**config.mk**
```make
export PLATFORM = sky130hd
export DESIGN_NAME = dpb_front
export DESIGN_NICKNAME = d
export VERILOG_FILES = /design/src/design/dpb_pkg.sv /design/src/design/dpb_front.sv
export SDC_FILE = /design/constraint.sdc
export NUM_CORES = 2
export LEC_CHECK = 0
export BUFFER_PORTS_ARGS = -buffer_cell sky130_fd_sc_hd__clkbuf_2
export CAP_MARGIN = 15
export CORE_ASPECT_RATIO = 0.7
export CORE_MARGIN = 3
export CORE_UTILIZATION = 33
export DETAILED_ROUTE_END_ITERATION = 10
export GPL_TIMING_DRIVEN = 0
export PLACE_DENSITY_LB_ADDON = 0.12
export REMOVE_ABC_BUFFERS = 1
export SETUP_SLACK_MARGIN = 0.15
export SLEW_MARGIN = 15
export SYNTH_ARGS = -nofsm -noshare
export SYNTH_HDL_FRONTEND = slang
export SYNTH_SLANG_ARGS = --single-unit
```
**constraint.sdc**
```tcl
create_clock -name aclk -period 18.19 [get_ports aclk]
set_input_delay 1.819 -clock aclk [delete_from_list [all_inputs] [get_ports aclk]]
set_output_delay 1.819 -clock aclk [all_outputs]
set_load 0.05 [all_outputs]
```
**src/design/dpb_pkg.sv**
```systemverilog
// ----------------------------------------------------------------------------
// dpb_pkg
// types, register map and constants of the depth pixel back-projection block
// ----------------------------------------------------------------------------
`timescale 1ns / 1ps

package dpb_pkg;

    localparam int MAX_IMAGE_DIM = 4096;
    localparam int DIM_CMP_W     = 17;

    localparam int CFG_INDEX_W = 3;
    localparam int CFG_DATA_W  = 64;

    typedef enum logic [CFG_INDEX_W-1:0] {
        CFG_INV_DEPTH_SCALE,
        CFG_INV_FOCAL_X,
        CFG_INV_FOCAL_Y,
        CFG_PRINCIPAL_POINT,
        CFG_POSE_ROW_X,
        CFG_POSE_ROW_Y,
        CFG_POSE_ROW_Z,
        CFG_DEPTH_LIMIT
    } cfg_index_t;

    localparam logic [31:0] INV_DEPTH_SCALE_RESET = 32'd858993;
    localparam logic [31:0] INV_FOCAL_X_RESET     = 32'd8302662;
    localparam logic [31:0] INV_FOCAL_Y_RESET     = 32'd8315522;
    localparam logic [31:0] PRINCIPAL_POINT_RESET = 32'd267719658;
    localparam logic [63:0] POSE_ROW_X_RESET      = 64'h0000_0000_0000_4000;
    localparam logic [63:0] POSE_ROW_Y_RESET      = 64'h0000_0000_4000_0000;
    localparam logic [63:0] POSE_ROW_Z_RESET      = 64'h0000_4000_0000_0000;
    localparam logic [15:0] DEPTH_LIMIT_RESET     = 16'd7000;

    localparam logic [31:0] SAT_MAX = 32'h7FFF_FFFF;
    localparam logic [31:0] SAT_MIN = 32'h8000_0000;

    typedef struct packed {
        logic [7:0] red;
        logic [7:0] green;
        logic [7:0] blue;
    } colour_t;

    typedef struct packed {
        colour_t     colour;
        logic [15:0] depth_raw;
        logic [11:0] row_index;
        logic [11:0] column;
    } pixel_t;

    typedef struct packed {
        logic [31:0]      inv_depth_scale;
        logic [31:0]      inv_focal_x;
        logic [31:0]      inv_focal_y;
        logic [15:0]      cy;
        logic [15:0]      cx;
        logic [2:0][63:0] pose;
        logic [15:0]      depth_limit;
    } cfg_t;

    // camera depth and scaled offsets
    typedef struct packed {
        colour_t            colour;
        logic [32:0]        z16;
        logic signed [29:0] a;
        logic signed [29:0] b;
    } front_t;

    // camera-frame point, Q.16
    typedef struct packed {
        colour_t            colour;
        logic [32:0]        z16;
        logic signed [46:0] x;
        logic signed [46:0] y;
    } lateral_t;

    typedef struct packed {
        colour_t            colour;
        logic signed [31:0] world_z;
        logic signed [31:0] world_y;
        logic signed [31:0] world_x;
    } result_t;

endpackage

```
**src/design/dpb_front.sv**
```systemverilog
// ----------------------------------------------------------------------------
// dpb_front
// pixel gating, depth scaling and reciprocal-focal products (three stages)
// ----------------------------------------------------------------------------
`timescale 1ns / 1ps

module dpb_front import dpb_pkg::*; (
    input  logic   aclk,
    input  logic   aresetn,
    input  cfg_t   cfg,
    input  logic   in_valid,
    output logic   in_ready,
    input  pixel_t in_pix,
    output logic   out_valid,
    input  logic   out_ready,
    output front_t out_data
);

    logic               s1_valid_reg, s2_valid_reg, s3_valid_reg;
    logic               s1_en, s2_en, s3_en;

    logic signed [16:0] s1_du_reg, s1_dv_reg;
    logic [15:0]        s1_depth_reg;
    colour_t            s1_colour_reg;

    logic [47:0]        s2_z_prod_reg;
    logic signed [49:0] s2_a_prod_reg, s2_b_prod_reg;
    colour_t            s2_colour_reg;

    front_t             s3_data_reg;

    logic               pass_next;
    logic signed [16:0] du_next, dv_next;
    logic [47:0]        z_prod_next;
    logic signed [49:0] a_prod_next, b_prod_next;
    logic [48:0]        z_sum;
    logic [49:0]        a_sum, b_sum;
    front_t             data_next;

    assign s3_en    = !s3_valid_reg || out_ready;
    assign s2_en    = !s2_valid_reg || s3_en;
    assign s1_en    = !s1_valid_reg || s2_en;
    assign in_ready = s1_en;

    always_comb begin
        pass_next = (in_pix.depth_raw != '0) && (in_pix.depth_raw < cfg.depth_limit)
                    && (DIM_CMP_W'(in_pix.column) < DIM_CMP_W'(MAX_IMAGE_DIM))
                    && (DIM_CMP_W'(in_pix.row_index) < DIM_CMP_W'(MAX_IMAGE_DIM));
        du_next = $signed({1'b0, in_pix.column, 4'b0000}) - $signed({1'b0, cfg.cx});
        dv_next = $signed({1'b0, in_pix.row_index, 4'b0000}) - $signed({1'b0, cfg.cy});
    end

    always_comb begin
        z_prod_next = 48'(s1_depth_reg) * 48'(cfg.inv_depth_scale);
        a_prod_next = s1_du_reg * $signed({1'b0, cfg.inv_focal_x});
        b_prod_next = s1_dv_reg * $signed({1'b0, cfg.inv_focal_y});
    end

    // round half away from zero
    always_comb begin
        z_sum = 49'(s2_z_prod_reg) + 49'(2**15);
        a_sum = s2_a_prod_reg + 50'(2**19) - 50'(s2_a_prod_reg[49]);
        b_sum = s2_b_prod_reg + 50'(2**19) - 50'(s2_b_prod_reg[49]);
        data_next.colour = s2_colour_reg;
        data_next.z16    = z_sum[48:16];
        data_next.a      = a_sum[49:20];
        data_next.b      = b_sum[49:20];
    end

    always_ff @(posedge aclk) begin
        if (!aresetn) begin
            s1_valid_reg <= 1'b0;
            s2_valid_reg <= 1'b0;
            s3_valid_reg <= 1'b0;
        end else begin
            if (s1_en) begin
                s1_valid_reg <= in_valid && pass_next;
            end
            if (s2_en) begin
                s2_valid_reg <= s1_valid_reg;
            end
            if (s3_en) begin
                s3_valid_reg <= s2_valid_reg;
            end
        end
    end

    always_ff @(posedge aclk) begin
        if (s1_en) begin
            s1_du_reg     <= du_next;
            s1_dv_reg     <= dv_next;
            s1_depth_reg  <= in_pix.depth_raw;
            s1_colour_reg <= in_pix.colour;
        end
        if (s2_en) begin
            s2_z_prod_reg <= z_prod_next;
            s2_a_prod_reg <= a_prod_next;
            s2_b_prod_reg <= b_prod_next;
            s2_colour_reg <= s1_colour_reg;
        end
        if (s3_en) begin
            s3_data_reg <= data_next;
        end
    end

    assign out_valid = s3_valid_reg;
    assign out_data  = s3_data_reg;

endmodule

```
==> summary.txt <==
overall routed net length - 199.3 mm
count of clock tree sinks - 351
Synth-to-Final Area Change - 10.63%
clock-pin slew of the registers on the worst-case setup and hold paths - 0.06 ns
quantity of I/O buffers inserted on ports - 330
dominant cell by count in the synthesized netlist - inv_1
Synth Area per Inst - 9.459 sq um
post-synth top area share - 38.58%
number of cells produced by synthesis - 7214
number of buffers inserted by post-CTS setup repair - 0
final routed wire length divided by cell count - 19.60 um
# nets final - 9693
Synth Cell Area - 68240 sq um
initial core utilization - 33.46%
Seq/Total Area, Yosys - 15.40%
via count - 48160
Syn. warnings - 0
number of gates resized after cts - 0
Period Utilization, post-route - 50.98%
Die H - 386.5 um
maximum number of buffers from clock root to sink - 3
class of the worst hold path - flip-flop to flip-flop
Post-synth EDFFs - 348
final global-route overflow total - 0
post-synthesis register bit count - 351
Final Hold Vio Count - 0
deepest level of the CTS H-tree - 2
via count of the first global-routing pass - 51500
largest cells by area after synthesis - fa_1 (39%), edfxtp_1 (15%), ha_1 (10%)
core region area - 203900 sq um
global placer's final weighted congestion - 0.8482
cell taking the most area after synthesis - fa_1
number of nets still failing antenna checks after routing - 0
final slew viol count - 0
Fin Setup TNS - 0 ns
ys async rst share - 0%
Critical Path Start Type - input pin
pin count of the biggest net entering global routing - 91
total global routing track utilization - 19.11%
setup skew after layout - 0.04257 ns
critical path data arrival time - 9.63 ns
Pre-antenna DRT Iters - 5
most frequent cells after synthesis - inv_1 (1637), fa_1 (1315), nand2_1 (979), and2_1 (709), ha_1 (571)
cells along the critical path - clkbuf_2 -> and2_1 -> fa_1 -> inv_1 -> fa_1 -> fa_1 -> inv_1 -> fa_1 -> fa_1 -> inv_1 -> fa_1 -> inv_1 -> ha_1 -> a21oi_1 -> o21ai_0 -> a21oi_1 -> o221ai_1 -> a41oi_1 -> o2111ai_1 -> a31o_2 -> a21oi_1 -> xnor2_1
status - completed
kind of capture point of the worst setup path - flip-flop
actual transition at the worst max-transition pin - 0.9450 ns
category of the critical setup timing path - input pin to flip-flop
count of filler cells inserted in the layout - 20760
DRC violations left - 0
Finish-stage setup viols - 0
dominant cell type by count on the critical path - fa_1
TritonCTS Buffers - 45
wire length of the first global-routing pass - 314.5 mm
horizontal die dimension - 549.5 um
Max Cap Violations - 0
number of distinct library cells after synthesis - 80
Rel. slew slack - 36.17%
number of rows in the core area - 138
flip-flop count of the largest register after layout - 117
Clk Tree Root Cell - clkbuf_16
post-layout minimum cycle time - 9.274 ns
Top Ports - 523
top_reg_cell synth - edfxtp_1
RSZ-0062 raised after global routing - false
Die ar. - 212400 sq um
largest stage delay on the critical path - 0.87 ns
required time at the endpoint of the critical path - 18.54 ns
clock insertion delay at the later pin of the skew report - 0.64 ns
largest fanout on the critical path - 17
placed wire-length estimate - 164.2 mm
detail-routed via count per cell - 4.735
starting DRC count in detailed routing - 2725
number of antenna violations at the first check in global routing - 12
cell type of the slowest stage on the worst timing path - a41oi_1
highest attainable clock frequency - 107.8 MHz
# hold bufs at CTS - 0
layout cell share with drive strength beyond 1 - 7.153%
TritonCTS clock tree - yes
hold slack final - 0.3939 ns
## cells by family (layout without fill, tap and decap cells)
family / after synthesis / in the layout / share of synthesized area [%]
other: 0 / 5 / 0
buffers and inverters: 1913 / 2136 / 10.52
adder cells (fa/ha/maj): 1886 / 1886 / 49.05
multiplexers: 1 / 1 / 0.01467
flip-flops: 351 / 351 / 15.40
AO/OA/AOI/OAI: 700 / 700 / 6.785
AND/OR/NAND/NOR: 2130 / 2130 / 15.23
XOR/XNOR: 233 / 233 / 2.991
## routing by layer
metal / global-route usage (%) / wire length [um]
met5: 0 / 0
met4: 3.828 / 4071
met3: 2.845 / 11050
met2: 27.29 / 81030
met1: 30.27 / 103200
## layout make-up
class | count | area, sq um | area share (%)
multi-input cells | 4950 | 50580 | 67.00
flip-flops and latches | 351 | 10510 | 13.92
clock inverters | 30 | 396.6 | 0.5254
inverters | 1637 | 6152 | 8.150
diodes | 5 | 12.51 | 0.01657
well taps | 2730 | 3416 | 4.525
clock buffers | 51 | 1180 | 1.563
repair buffers | 418 | 3243 | 4.296
## worst max-delay path, delay by kind of cell
kind | cells | cell delay (ns)
xor gates and xnor gates | 1 | 0.08
adders and majority gates | 7 | 3.31
and+or+nand+nor | 1 | 0.33
AOI/OAI and AO/OA | 8 | 3.44
buffers and inverters | 5 | 0.60
## worst paths after layout
path                                   start                          end  slack [ns]  cells past startpoint
hold / removal    s1_colour_reg[3]$_DFFE_PP_      data_next[96]$_DFFE_PP_        0.39                      0
hold reg to reg   s1_colour_reg[3]$_DFFE_PP_      data_next[96]$_DFFE_PP_        0.39                      0
setup reg to reg     s1_du_reg[16]$_DFFE_PP_  s2_a_prod_reg[49]$_DFFE_PP_        9.50                     21
setup / recovery                    cfg[293]  s2_a_prod_reg[49]$_DFFE_PP_        8.92                     22
## cells in the final DEF (no fill, tap or decap), types with 21 or more instances in the layout
cell / count
inv_1: 1634
fa_1: 1315
nand2_1: 978
and2_1: 709
ha_1: 571
edfxtp_1: 348
clkbuf_2: 330
a21oi_1: 217
nor2_1: 173
xnor2_1: 170
a21o_1: 122
o21ai_0: 120
xor2_1: 63
buf_8: 61
nand3_1: 56
clkbuf_16: 46
nand2b_1: 42
nor2b_1: 41
nand4_1: 40
o21a_1: 36
o21bai_1: 32
and3_1: 29
a31oi_1: 24
buf_16: 22
a211oi_1: 21
## metrics by stage
step           cell area, sq um  instances  utilization, %  setup WS, ns
6_report                  75490      10170           37.02         8.916
3_3_place_gp              72270       9998           35.44         8.679
2_1_floorplan             67200       6938               -         10.64
4_1_cts                   75470      10170           37.01         9.352
3_5_place_dp              73900      10090           36.24         8.720
5_1_grt                   75480      10170           37.01         8.752
Power is left out: the tool's default activity adds up to more than one toggle a clock period on the data nets, which glitch-free logic cannot reach.
